File: src/sv/rational_arith_unit_macros.svh
// assertion macros for the rational arithmetic unit
`ifndef RATIONAL_ARITH_UNIT_MACROS_SVH
`define RATIONAL_ARITH_UNIT_MACROS_SVH

// antecedent implies consequent in the same cycle
`define RAU_ASSERT_SAME(label, ante, cons, msg) \
    label: assert property (@(posedge i_clk) disable iff (!i_rst_n) \
        (ante) |-> (cons)) else $error(msg);

// antecedent implies consequent in the next cycle
`define RAU_ASSERT_NEXT(label, ante, cons, msg) \
    label: assert property (@(posedge i_clk) disable iff (!i_rst_n) \
        (ante) |=> (cons)) else $error(msg);

`endif

File: src/sv/rau_pkg.sv
// types, constants and helpers of the rational arithmetic unit
`default_nettype none
package rau_pkg;

    localparam int OPERAND_WIDTH = 32;
    localparam int FIELD_W       = 32;
    localparam int W             = 64;
    localparam int LIM_W         = 31;
    localparam int CNT_W         = $clog2(W);
    localparam logic [CNT_W-1:0] CNT_LAST = CNT_W'(W - 1);

    localparam logic CFG_IDX_ADD_LIMIT = 1'b0;
    localparam logic CFG_IDX_MUL_LIMIT = 1'b1;
    localparam logic [LIM_W-1:0] LIMIT_RESET = {LIM_W{1'b1}};

    typedef enum logic [2:0] {
        ACT_ADD  = 3'd0,
        ACT_SUB  = 3'd1,
        ACT_MUL  = 3'd2,
        ACT_DIV  = 3'd3,
        ACT_INT  = 3'd4,
        ACT_FRAC = 3'd5
    } t_action;

    typedef enum logic {
        MDU_MUL = 1'b0,
        MDU_DIV = 1'b1
    } t_mdu_op;

    typedef struct packed {
        logic    start;
        t_mdu_op op;
    } t_mdu_req;

    typedef struct packed {
        logic         done;
        logic [W-1:0] q;
        logic [W-1:0] r;
    } t_mdu_rsp;

    typedef struct packed {
        logic [2:0]                action;
        logic signed [FIELD_W-1:0] a_num;
        logic signed [FIELD_W-1:0] a_den;
        logic signed [FIELD_W-1:0] b_num;
        logic signed [FIELD_W-1:0] b_den;
    } t_in_item;

    typedef struct packed {
        logic signed [W-1:0] res_num;
        logic signed [W-1:0] res_den;
    } t_out_item;

    function automatic logic [W-1:0] f_sext(logic [FIELD_W-1:0] v);
        return {{(W - OPERAND_WIDTH){v[OPERAND_WIDTH-1]}}, v[OPERAND_WIDTH-1:0]};
    endfunction

endpackage
`default_nettype wire

File: src/sv/rau_mdu.sv
// shared iterative multiply and truncating divide unit, one bit per cycle
`default_nettype none
module rau_mdu import rau_pkg::*; (
    input  wire logic     i_clk,
    input  wire logic     i_rst_n,
    input  wire t_mdu_req i_req,
    input  wire logic [W-1:0] i_x,
    input  wire logic [W-1:0] i_y,
    output t_mdu_rsp      o_rsp
);

    logic             r_busy;
    logic             r_done;
    logic [CNT_W-1:0] r_cnt;
    t_mdu_op          r_op;
    logic [W-1:0]     r_acc, r_x, r_y, r_rem;
    logic             r_negq, r_negr;

    logic [W-1:0] n_acc, n_x, n_y, n_rem;
    logic [W:0]   rem_sh;
    logic         geq;

    always_comb begin
        rem_sh = {r_rem, r_x[W-1]};
        geq    = rem_sh >= {1'b0, r_y};
        n_acc  = r_acc;
        n_x    = r_x;
        n_y    = r_y;
        n_rem  = r_rem;
        unique case (r_op)
            MDU_MUL: begin
                n_acc = r_y[0] ? r_acc + r_x : r_acc;
                n_x   = {r_x[W-2:0], 1'b0};
                n_y   = {1'b0, r_y[W-1:1]};
            end
            MDU_DIV: begin
                n_rem = geq ? W'(rem_sh - {1'b0, r_y}) : rem_sh[W-1:0];
                n_x   = {r_x[W-2:0], geq};
            end
            default: ;
        endcase
    end

    always_ff @(posedge i_clk) begin
        if (!i_rst_n) begin
            r_busy <= 1'b0;
            r_done <= 1'b0;
            r_cnt  <= '0;
            r_op   <= MDU_MUL;
        end else begin
            r_done <= 1'b0;
            if (i_req.start) begin
                r_busy <= 1'b1;
                r_cnt  <= '0;
                r_op   <= i_req.op;
                r_acc  <= '0;
                r_rem  <= '0;
                r_negq <= i_x[W-1] ^ i_y[W-1];
                r_negr <= i_x[W-1];
                if (i_req.op == MDU_MUL) begin
                    r_x <= i_x;
                    r_y <= i_y;
                end else begin
                    r_x <= i_x[W-1] ? -i_x : i_x;
                    r_y <= i_y[W-1] ? -i_y : i_y;
                end
            end else if (r_busy) begin
                r_acc <= n_acc;
                r_x   <= n_x;
                r_y   <= n_y;
                r_rem <= n_rem;
                r_cnt <= r_cnt + 1'b1;
                if (r_cnt == CNT_LAST) begin
                    r_busy <= 1'b0;
                    r_done <= 1'b1;
                end
            end
        end
    end

    always_comb begin
        o_rsp.done = r_done;
        o_rsp.q    = (r_op == MDU_MUL) ? r_acc : (r_negq ? -r_x : r_x);
        o_rsp.r    = r_negr ? -r_rem : r_rem;
    end

endmodule
`default_nettype wire

File: src/sv/rational_arith_unit.sv
// rational arithmetic unit: add, subtract, multiply, divide, integer and fractional part
//
// input channel: i_in_valid / o_in_stall with payload i_in (action and two fractions).
// a transaction is taken when valid is high and stall is low; stall stays high
// from the transaction until the result has been placed in the output register.
// output channel: o_out_valid / i_out_stall with payload o_out (res_num, res_den).
// the output register holds a result while the receiver stalls, and a new
// transaction can be taken meanwhile; the next result waits until it drains.
// configuration: i_cfg_we, i_cfg_idx, i_cfg_data write add_limit or mul_limit.
// integer and fractional part each take one divide on the shared unit; rejected,
// invalid and zero-addend cases go from the check straight to the output.
// add and multiply run three gcd reductions (one remainder per euclid step plus
// two divides each); add then needs three multiplies and multiply two.
// one transaction is in work at a time.
// reset: both limits return to 2147483647, the unit is idle and the output empty.
`default_nettype none
`include "rational_arith_unit_macros.svh"
module rational_arith_unit import rau_pkg::*; (
    input  wire logic             i_clk,
    input  wire logic             i_rst_n,
    input  wire logic             i_in_valid,
    output logic                  o_in_stall,
    input  wire t_in_item         i_in,
    output logic                  o_out_valid,
    input  wire logic             i_out_stall,
    output t_out_item             o_out,
    input  wire logic             i_cfg_we,
    input  wire logic             i_cfg_idx,
    input  wire logic [LIM_W-1:0] i_cfg_data
);

    typedef enum logic [4:0] {
        S_IDLE, S_CHECK, S_G_INIT, S_G_LOOP, S_G_WAIT, S_DN, S_DN_W, S_DD, S_DD_W,
        S_M1, S_M1_W, S_M2, S_M2_W, S_M3, S_M3_W, S_FIN, S_INT, S_INT_W,
        S_FRAC, S_FRAC_W, S_OUT
    } t_state;

    typedef enum logic [1:0] {PH_A, PH_B, PH_R} t_phase;

    t_state           r_state;
    t_phase           r_phase;
    t_action          r_act;
    logic [LIM_W-1:0] r_add_limit, r_mul_limit;
    logic [W-1:0]     r_an, r_ad, r_bn, r_bd, r_gn, r_gd, r_rn, r_rd;
    logic             r_out_valid;
    t_out_item        r_out;

    t_mdu_req         mdu_req;
    t_mdu_rsp         mdu_rsp;
    logic [W-1:0]     mdu_x, mdu_y;
    logic [W-1:0]     cur_n, cur_d;
    logic             is_add, is_mul, rejected;
    logic [LIM_W-1:0] lim;

    function automatic logic f_over(logic [W-1:0] v, logic [LIM_W-1:0] l);
        return $signed(v) > $signed({{(W - LIM_W){1'b0}}, l});
    endfunction

    always_comb begin
        is_add = (r_act == ACT_ADD) || (r_act == ACT_SUB);
        is_mul = (r_act == ACT_MUL) || (r_act == ACT_DIV);
        lim    = is_add ? r_add_limit : r_mul_limit;
        rejected = (r_ad == '0) || (r_bd == '0) || f_over(r_an, lim) ||
                   f_over(r_ad, lim) || f_over(r_bn, lim) || f_over(r_bd, lim);
        unique case (r_phase)
            PH_A:    begin cur_n = r_an; cur_d = r_ad; end
            PH_B:    begin cur_n = r_bn; cur_d = r_bd; end
            default: begin cur_n = r_rn; cur_d = r_rd; end
        endcase
    end

    always_comb begin
        mdu_req.start = 1'b0;
        mdu_req.op    = MDU_DIV;
        mdu_x         = r_an;
        mdu_y         = r_ad;
        unique case (r_state)
            S_G_LOOP: begin
                mdu_req.start = (r_gd != '0);
                mdu_x = r_gn;
                mdu_y = r_gd;
            end
            S_DN: begin
                mdu_req.start = 1'b1;
                mdu_x = cur_n;
                mdu_y = r_gn;
            end
            S_DD: begin
                mdu_req.start = 1'b1;
                mdu_x = cur_d;
                mdu_y = r_gn;
            end
            S_M1: begin
                mdu_req = '{start: 1'b1, op: MDU_MUL};
                mdu_x = r_an;
                mdu_y = is_add ? r_bd : r_bn;
            end
            S_M2: begin
                mdu_req = '{start: 1'b1, op: MDU_MUL};
                mdu_x = r_ad;
                mdu_y = r_bd;
            end
            S_M3: begin
                mdu_req = '{start: 1'b1, op: MDU_MUL};
                mdu_x = r_bn;
                mdu_y = r_ad;
            end
            S_INT, S_FRAC: mdu_req.start = 1'b1;
            default: ;
        endcase
    end

    rau_mdu u_mdu (
        .i_clk   (i_clk),
        .i_rst_n (i_rst_n),
        .i_req   (mdu_req),
        .i_x     (mdu_x),
        .i_y     (mdu_y),
        .o_rsp   (mdu_rsp)
    );

    always_ff @(posedge i_clk) begin
        if (!i_rst_n) begin
            r_state     <= S_IDLE;
            r_phase     <= PH_A;
            r_act       <= ACT_ADD;
            r_out_valid <= 1'b0;
            r_add_limit <= LIMIT_RESET;
            r_mul_limit <= LIMIT_RESET;
        end else begin
            if (i_cfg_we) begin
                unique case (i_cfg_idx)
                    CFG_IDX_ADD_LIMIT: r_add_limit <= i_cfg_data;
                    CFG_IDX_MUL_LIMIT: r_mul_limit <= i_cfg_data;
                    default: ;
                endcase
            end
            if (r_state == S_OUT && (!r_out_valid || !i_out_stall)) begin
                r_out_valid <= 1'b1;
            end else if (r_out_valid && !i_out_stall) begin
                r_out_valid <= 1'b0;
            end
            unique case (r_state)
                S_IDLE: begin
                    if (i_in_valid) begin
                        r_act   <= t_action'(i_in.action);
                        r_phase <= PH_A;
                        r_an    <= f_sext(i_in.a_num);
                        r_ad    <= f_sext(i_in.a_den);
                        r_bn    <= (t_action'(i_in.action) == ACT_SUB) ?
                                   -f_sext(i_in.b_num) :
                                   (t_action'(i_in.action) == ACT_DIV) ?
                                   f_sext(i_in.b_den) : f_sext(i_in.b_num);
                        r_bd    <= (t_action'(i_in.action) == ACT_DIV) ?
                                   f_sext(i_in.b_num) : f_sext(i_in.b_den);
                        r_state <= S_CHECK;
                    end
                end
                S_CHECK: begin
                    if (is_add && !rejected && r_an == '0) begin
                        r_rn    <= r_bd[W-1] ? -r_bn : r_bn;
                        r_rd    <= r_bd[W-1] ? -r_bd : r_bd;
                        r_state <= S_OUT;
                    end else if (is_add && !rejected && r_bn == '0) begin
                        r_rn    <= r_ad[W-1] ? -r_an : r_an;
                        r_rd    <= r_ad[W-1] ? -r_ad : r_ad;
                        r_state <= S_OUT;
                    end else if ((is_add || is_mul) && !rejected) begin
                        r_state <= S_G_INIT;
                    end else if (r_act == ACT_INT && r_ad != '0) begin
                        r_state <= S_INT;
                    end else if (r_act == ACT_FRAC && r_ad != '0) begin
                        r_an    <= r_ad[W-1] ? -r_an : r_an;
                        r_ad    <= r_ad[W-1] ? -r_ad : r_ad;
                        r_state <= S_FRAC;
                    end else begin
                        r_rn    <= '0;
                        r_rd    <= '0;
                        r_state <= S_OUT;
                    end
                end
                S_G_INIT: begin
                    r_gn    <= cur_n;
                    r_gd    <= cur_d;
                    r_state <= S_G_LOOP;
                end
                S_G_LOOP: r_state <= (r_gd == '0) ? S_DN : S_G_WAIT;
                S_G_WAIT: begin
                    if (mdu_rsp.done) begin
                        r_gn    <= r_gd;
                        r_gd    <= mdu_rsp.r;
                        r_state <= S_G_LOOP;
                    end
                end
                S_DN: r_state <= S_DN_W;
                S_DN_W: begin
                    if (mdu_rsp.done) begin
                        unique case (r_phase)
                            PH_A:    r_an <= mdu_rsp.q;
                            PH_B:    r_bn <= mdu_rsp.q;
                            default: r_rn <= mdu_rsp.q;
                        endcase
                        r_state <= S_DD;
                    end
                end
                S_DD: r_state <= S_DD_W;
                S_DD_W: begin
                    if (mdu_rsp.done) begin
                        unique case (r_phase)
                            PH_A: begin
                                r_ad    <= mdu_rsp.q;
                                r_phase <= PH_B;
                                r_state <= S_G_INIT;
                            end
                            PH_B: begin
                                r_bd    <= mdu_rsp.q;
                                r_state <= S_M1;
                            end
                            default: begin
                                r_rd    <= mdu_rsp.q;
                                r_state <= S_FIN;
                            end
                        endcase
                    end
                end
                S_M1: r_state <= S_M1_W;
                S_M1_W: begin
                    if (mdu_rsp.done) begin
                        r_rn    <= mdu_rsp.q;
                        r_state <= S_M2;
                    end
                end
                S_M2: r_state <= S_M2_W;
                S_M2_W: begin
                    if (mdu_rsp.done) begin
                        r_rd <= mdu_rsp.q;
                        if (is_add) begin
                            r_state <= S_M3;
                        end else begin
                            r_phase <= PH_R;
                            r_state <= S_G_INIT;
                        end
                    end
                end
                S_M3: r_state <= S_M3_W;
                S_M3_W: begin
                    if (mdu_rsp.done) begin
                        r_rn    <= r_rn + mdu_rsp.q;
                        r_phase <= PH_R;
                        r_state <= S_G_INIT;
                    end
                end
                S_FIN: begin
                    if (is_mul && r_rn == '0) begin
                        r_rd <= '0;
                    end else if (r_rd[W-1]) begin
                        r_rn <= -r_rn;
                        r_rd <= -r_rd;
                    end
                    r_state <= S_OUT;
                end
                S_INT: r_state <= S_INT_W;
                S_INT_W: begin
                    if (mdu_rsp.done) begin
                        r_rn    <= mdu_rsp.q;
                        r_rd    <= W'(1);
                        r_state <= S_OUT;
                    end
                end
                S_FRAC: r_state <= S_FRAC_W;
                S_FRAC_W: begin
                    if (mdu_rsp.done) begin
                        r_rn    <= mdu_rsp.r;
                        r_rd    <= r_ad;
                        r_state <= S_OUT;
                    end
                end
                S_OUT: begin
                    if (!r_out_valid || !i_out_stall) begin
                        r_out.res_num <= r_rn;
                        r_out.res_den <= r_rd;
                        r_state       <= S_IDLE;
                    end
                end
                default: r_state <= S_IDLE;
            endcase
        end
    end

    assign o_in_stall  = (r_state != S_IDLE);
    assign o_out_valid = r_out_valid;
    assign o_out       = r_out;

    `RAU_ASSERT_NEXT(a_busy_after_accept, i_in_valid && !o_in_stall, o_in_stall,
        "no stall after accepted transaction")
    `RAU_ASSERT_SAME(a_done_in_wait, mdu_rsp.done, r_state == S_G_WAIT ||
        r_state == S_DN_W || r_state == S_DD_W || r_state == S_M1_W ||
        r_state == S_M2_W || r_state == S_M3_W || r_state == S_INT_W ||
        r_state == S_FRAC_W, "shared unit finished outside a wait state")
    `RAU_ASSERT_SAME(a_invalid_is_zero, r_out_valid && r_out.res_den == '0,
        r_out.res_num == '0, "zero denominator with nonzero numerator")

endmodule
`default_nettype wire
File: config.mk
export PLATFORM = sky130hd
export DESIGN_NAME = rational_arith_unit
export DESIGN_NICKNAME = d
export VERILOG_FILES = /design/src/sv/rau_pkg.sv /design/src/sv/rau_mdu.sv /design/src/sv/rational_arith_unit.sv
export VERILOG_INCLUDE_DIRS = /design/src /design/src/sv
export SDC_FILE = /design/constraint.sdc
export NUM_CORES = 2
export LEC_CHECK = 0
export BUFFER_PORTS_ARGS = -buffer_cell sky130_fd_sc_hd__buf_4
export CELL_PAD_IN_SITES_DETAIL_PLACEMENT = 1
export CELL_PAD_IN_SITES_GLOBAL_PLACEMENT = 1
export CORE_MARGIN = 3
export CORE_UTILIZATION = 35
export DETAILED_ROUTE_END_ITERATION = 7
export GPL_TIMING_DRIVEN = 1
export PLACE_DENSITY_LB_ADDON = 0.2
export SLEW_MARGIN = 5
export SYNTH_ARGS = -nofsm -noshare
export SYNTH_HDL_FRONTEND = slang
export SYNTH_SLANG_ARGS = --single-unit
export TNS_END_PERCENT = 1
File: constraint.sdc
create_clock -name i_clk -period 17.25 [get_ports i_clk]
set_clock_uncertainty 0.15 [all_clocks]
set_input_delay 2.5875 -clock i_clk [delete_from_list [all_inputs] [get_ports i_clk]]
set_output_delay 2.5875 -clock i_clk [all_outputs]
set_load 0.03 [all_outputs]
### Word level (Yosys, flattened, before mapping)

Index checks and enable logic that the tools add are counted.

| storage, ports and cells | value |
|---|---|
| register bits | 980 |
| output and inout bits | 130 |

| operators by class | value |
|---|---|
| $add $sub $neg | 15 |
| order comparisons | 5 |
| equal/unequal tests | 60 |
| multiplexer cells | 110 |
| bitwise logic cells | 5 |
| reductions and logical operators | 72 |

Operators by type and width:

| kind | count |
|---|---|
| $mux 64 | 63 |
| $pmux 64 s2 | 7 |
| $pmux 64 s6 | 2 |
| $neg 64->64 | 11 |
| $logic_not 64->1 | 6 |
| $pmux 64 s3 | 2 |
| $pmux 64 s5 | 1 |
| $gt 64x32->1 | 4 |
| $pmux 64 s4 | 1 |
| $add 64x64->64 | 2 |
| $reduce_bool 64->1 | 2 |
| $pmux 5 s20 | 1 |
| $ge 65x64->1 | 1 |
| $sub 64x64->64 | 1 |
| $mux 5 | 12 |
| $eq 5x4->1 const B | 8 |
| $ne 2x2->1 const B | 16 |
| $mux 31 | 1 |
| $reduce_and 10->1 | 3 |
| $eq 5x5->1 const B | 5 |
| $ne 2x1->1 const B | 11 |
| $eq 5x3->1 const B | 4 |
| $reduce_bool 2->1 | 7 |
| $mux 2 | 6 |
| other kinds (39) | 90 |

### Longest topological paths before layout

| logic depth | value |
|---|---|
| word-level depth | 14 |
| mapped depth | 23 |
| depth with buffers taken out | 22 |

### Cells and area by module

A second synthesis with hierarchy kept.

| second synthesis, totals | value |
|---|---|
| cells, all modules | 9035 |
| area, all modules | 78136.2 µm² |

By module, submodules not included:

| module | times used | cells each | area each (µm²) | seq. area each (µm²) |
|---|---|---|---|---|
| rational_arith_unit | 1 | 6077 | 53751.6 | 20679.8 |
| rau_mdu | 1 | 2958 | 24384.6 | 7927.6 |

### Worst setup path after synthesis

OpenSTA, ideal clock, no wires.

| timing path | value |
|---|---|
| kind | register to register |
| from | register r_act[2] |
| to | register r_rd[0], enable pin |
| library setup time | 820 ps |
| data arrival time | 13512 ps |
| setup slack | 2768 ps |
| cell stages (with the launch flop) | 16 |
| buffers on the path | 2 |
| cells stage by stage | dfxtp_1 nor2_1 buf_1 buf_1 mux2i_1 ha_1 nand4b_1 nor4_1 nand2_1 a211oi_1 nor4_1 o31ai_1 nor4_1 a21oi_1 o221ai_1 a2111oi_0 |

| between the ends | value |
|---|---|
| cells in the longest elaborated chain, start to end | 13 |
| elaborated cells on any way between the ends | 31 |
| those cells by class | order compare (4); eq/ne (9); mux (1); reduce/logical (17) |

Ends and longest elaborated chain:

| element | RTL line | text |
|---|---|---|
| from (decl) | rational_arith_unit.sv:42 | `t_action r_act;` |
| from (signal assigned) | rational_arith_unit.sv:146 | `r_act <= t_action'(i_in.action);` |
| $eq 3x1->1 or $logic_not 3->1 (tied branches) | rational_arith_unit.sv:60 | `is_add = (r_act == ACT_ADD) \|\| (r_act == ACT_SUB);` |
| $logic_or 1x1->1 | rational_arith_unit.sv:60 |  |
| $mux 31 | rational_arith_unit.sv:62 | `lim = is_add ? r_add_limit : r_mul_limit;` |
| $gt 64x32->1 | rational_arith_unit.sv:56 | `return $signed(v) > $signed({{(W - LIM_W){1'b0}}, l});` |
| $logic_or 1x1->1 (2 in a row) | rational_arith_unit.sv:63 | `rejected = (r_ad == '0) \|\| (r_bd == '0) \|\| f_over(r_an, lim) \|\|` |
| $logic_or 1x1->1 (2 in a row) | rational_arith_unit.sv:64 | `f_over(r_ad, lim) \|\| f_over(r_bn, lim) \|\| f_over(r_bd, lim);` |
| $logic_not 1->1 | rational_arith_unit.sv:160, rational_arith_unit.sv:164, rational_arith_unit.sv:168 |  |
| $logic_and 1x1->1 | rational_arith_unit.sv:160, rational_arith_unit.sv:164 |  |
| $logic_and 1x1->1, on equally long branches | rational_arith_unit.sv:160, rational_arith_unit.sv:164 |  |
| $ne 4x4->1 (no source line) | - |  |
| $reduce_and 11->1 (no source line) (*) | - |  |
| to (signal assigned) | rational_arith_unit.sv:162 | `r_rd <= r_bd[W-1] ? -r_bd : r_bd;` |
| to (signal assigned) | rational_arith_unit.sv:166 | `r_rd <= r_ad[W-1] ? -r_ad : r_ad;` |
| to (signal assigned) | rational_arith_unit.sv:220 | `r_rd <= mdu_rsp.q;` |
| to (decl) | rational_arith_unit.sv:44 | `logic [W-1:0] r_an, r_ad, r_bn, r_bd, r_gn, r_gd, r_rn, r_rd;` |

Every way passes the cells marked *; elsewhere a longest branch is shown, timed or not.
A chain may end at the register's enable or synchronous reset.

### Final worst setup path

| timing path | value |
|---|---|
| from | register r_act[1] |
| to | register r_rd[21], enable pin |

Same word-level chain as after synthesis.

==> impl_metrics.csv <==
group,metric,value,unit
run_status,outcome,"finished with violations",
run_status,violations,"design-rule violations, max-capacitance violations, max-slew violations",
placed_design,dp_slack,9.50,ns
routing,dr.pass1.iters,8,
synthesis,ys_warn_count,0,
synthesis,netlist.top_cell.by_area,"edfxtp_1",
clocking,clock_latency,0.85,ns
hold_path,whs_path_depth,2,
layout,nets,9555,
floorplanning,core.rowCount,173,
timing,setup_violations,0,
synthesis,ys.flop_type,"edfxtp_1",
global_routing,grt_use_met1,55.6,%
global_routing,first_global_vias,78600,
clocking,ctsHoldBuffers,0,
worst_setup_path,startpoint_type,"flip-flop",
floorplanning,start_util,35.3,%
floorplanning,dieWidth,480,um
routing,ant_nets,0,
floorplanning,die_area,231000,um2
timing,tightest_slew,1.50,ns
global_routing,grt_pass1_wl,662000,um
routing,drt_iter0_drc,13500,
hold_path,hp-class,"flip-flop to flip-flop",
pwr,powerDensity,198,nW/um2
placed_design,place.gp.congestion,1.08,
global_routing,grt_remaining_overflow,0,
worst_setup_path,cp_max_fo,55,
clocking,cts_sinks,980,
routing,vias,83600,
layout,final_cell_mix,"nand2_1 (1,046), edfxtp_1 (898), o21ai_0 (647), a21oi_1 (643), buf_4 (637)",
placed_design,hpwl,374000,um
routing,vias_per_cell,6.88,
clocking,root_buffer,"clkbuf_16",
timing,period_share,46.9,%
synthesis,synth_fp_nets,9430,
global_routing,antenna_found_initial,57,
pwr,vdd_drop_max,93.9,uV
synthesis,synth_seq_area_share,36.3,%
synthesis,synth_edf_count,898,
global_routing,grt_most_used_layer,"met1",
floorplanning,io_pins,298,
global_routing,grt_util_met3,20.9,%
worst_setup_path,reg2reg_depth,16,
layout,seq_area,28600,um2
worst_setup_path,required,17.54,ns
layout,final_common_cell,"nand2_1",
timing,period_minus_slack,8.08,ns
routing,drc,48,
synthesis,synth.distinct_cells,107,
synthesis,synth.avg_cell_area,8.80,um2
layout,final_cells,12200,
layout,fillers,25600,
worst_setup_path,cp.arrival,8.37,ns
worst_setup_path,crit_type,"flip-flop to flip-flop",
clocking,cts_resized,0,
timing,hold_viol_final,0,
timing,fin_ws,9.17,ns
clocking,post-cts-setup-buffers,0,
floorplanning,core-area,223000,um2
timing,rsz0062_at_grt,"no",
synthesis,syn_area,78700,um2
synthesis,synth-seq-cells,980,
global_routing,met2_usage,53.5,%
clocking,ctsHtreeMaxLevel,4,
layout,drive_gt1_share,12.3,%
timing,max_freq,0.124,GHz
routing,routedWlPerCell,40.5,um
pwr,leakage,31.8,nW
clocking,cts_buffers,132,
global_routing,grt_usage,41.0,%
routing,wirelength,493000,um
global_routing,grt_max_degree,97,
worst_setup_path,worstSetupEndpointType,"flip-flop",
synthesis,ys_async_sr_fraction,0,%
synthesis,yosysTopAreaCellShare,34.3,%
timing,slew_viol_final,2,
timing,slew_headroom,-0.0303,%
placed_design,port_buffers,297,
synthesis,synth_area_leaders,"edfxtp_1 (34%), xnor2_1 (5.1%), ha_1 (5.1%), nand2_1 (5.0%), a21oi_1 (4.3%)",
layout,multiInputGateArea,47200,um2
timing,fin_tns_setup,0,ns
clocking,cts_tree,"built",
clocking,clk_path_buf_depth,3,
layout,synthToLayoutAreaGrowth,13.7,%
synthesis,syn_inst,8940,
flow_run,max-cap-violations,2,
floorplanning,fp.dieH,480,um
placed_design,dp_cells,11900,
clocking,clk_pin_slew,0.07,ns
## Yosys cell counts (78+ instances only)
master,instances
inv_1,218
mux2i_1,248
edfxtp_1,898
nand2_1,1054
a21o_1,114
nor2_1,591
a222oi_1,89
nor4_1,99
xnor2_1,458
a22oi_1,91
ha_1,319
clkbuf_1,491
o211ai_1,93
a221oi_1,214
and3_1,78
o21ai_0,650
a21oi_1,671
nor3_1,154
mux2_2,89
or4_1,91
nand2b_1,87
buf_2,81
nand3_1,289
o41ai_1,80
xor2_1,300
nand4_1,118
dfxtp_1,82
or3_1,86
o31ai_1,139
## metal layers
layer | routed length, um | vias to the layer above
met3 | 78600 | 979
li1 | - | 34200
met2 | 187000 | 5869
met5 | 544 | -
met4 | 25100 | 34
met1 | 202000 | 42500
## logic make-up (layout without fill, tap and decap cells)
logic type / count (synthesis) / after routing / share of synthesized area (%)
AOI/OAI and AO/OA: 2762 / 2762 / 23.4
other: 0 / 22 / 0
DFF: 980 / 980 / 36.3
buffers and inverters: 869 / 1092 / 4.39
adders and majority gates: 324 / 324 / 5.17
xor gates and xnor gates: 758 / 758 / 8.43
muxes: 337 / 337 / 4.43
and+or+nand+nor: 2910 / 2910 / 17.8
## path summary, 6_finish.rpt
kind	from	endpoint	slack, ns
hold / removal	r_mul_limit[6]	r_mul_limit[6]	0.32
setup reg to reg	r_act[1]	r_rd[21]	9.17
hold reg to reg	r_mul_limit[6]	r_mul_limit[6]	0.32
setup / recovery	r_act[1]	r_rd[21]	9.17
## where the power goes
part           switching, W  internal [W]  leakage, nW
sequential         0.000959       0.00359         8.93
clock               0.00123       0.00162         2.07
combinational       0.00736       0.00296         20.8
total               0.00955       0.00817         31.8
## layout make-up
| cell class | instances | share of cell area (%) |
|---|---|---|
| multi-input cells | 7091 | 52.8 |
| flip-flops and latches | 980 | 32.0 |
| repair buffers | 638 | 5.37 |
| well taps | 2975 | 4.16 |
| clock buffers | 161 | 3.90 |
| inverters | 222 | 0.931 |
| clock inverters | 71 | 0.829 |
| diodes | 22 | 0.0615 |
## flip-flops by register name (all words and copies together) (netlist names), 2 cells and up
name,flops
o_out,128
r_ad,64
r_an,64
r_bd,64
r_bn,64
r_gd,64
r_gn,64
r_rd,64
r_rn,64
u_mdu.r_acc,64
u_mdu.r_rem,64
u_mdu.r_x,64
u_mdu.r_y,64
r_add_limit,31
r_mul_limit,31
u_mdu.r_cnt,6
r_state,5
r_act,3
r_phase,2
## stage by stage
| stage | utilization [%] | hold slack (ns) | total power [W] | instance area, um2 |
|---|---|---|---|---|
| floorplan | - | 0.281 | 0.00966 | 78700 |
| global placement | 38.2 | 0.303 | 0.0141 | 85200 |
| detailed placement | 38.2 | 0.311 | 0.0142 | 85200 |
| CTS | 40.1 | 0.324 | 0.0171 | 89400 |
| global route | 40.1 | 0.347 | 0.0182 | 89400 |
| finish | 40.1 | 0.320 | 0.0177 | 89500 |
## critical path: stages, from the launching register on
cell and delay, ns:
dfxtp_1 0.48, nor2_4 0.41, buf_4 0.49, mux2i_1 0.61, ha_1 0.25, nand4b_1 0.22, nor4_1 0.76, nand2_1 0.26
a211oi_1 0.33, nor4_1 0.10, o31ai_1 0.68, nor4_1 0.26, a21oi_1 0.53, o221ai_1 0.46, a2111oi_2 0.41, buf_4 0.35
buf_4 0.83
No activity file was read; power rests on OpenSTA's default activity.
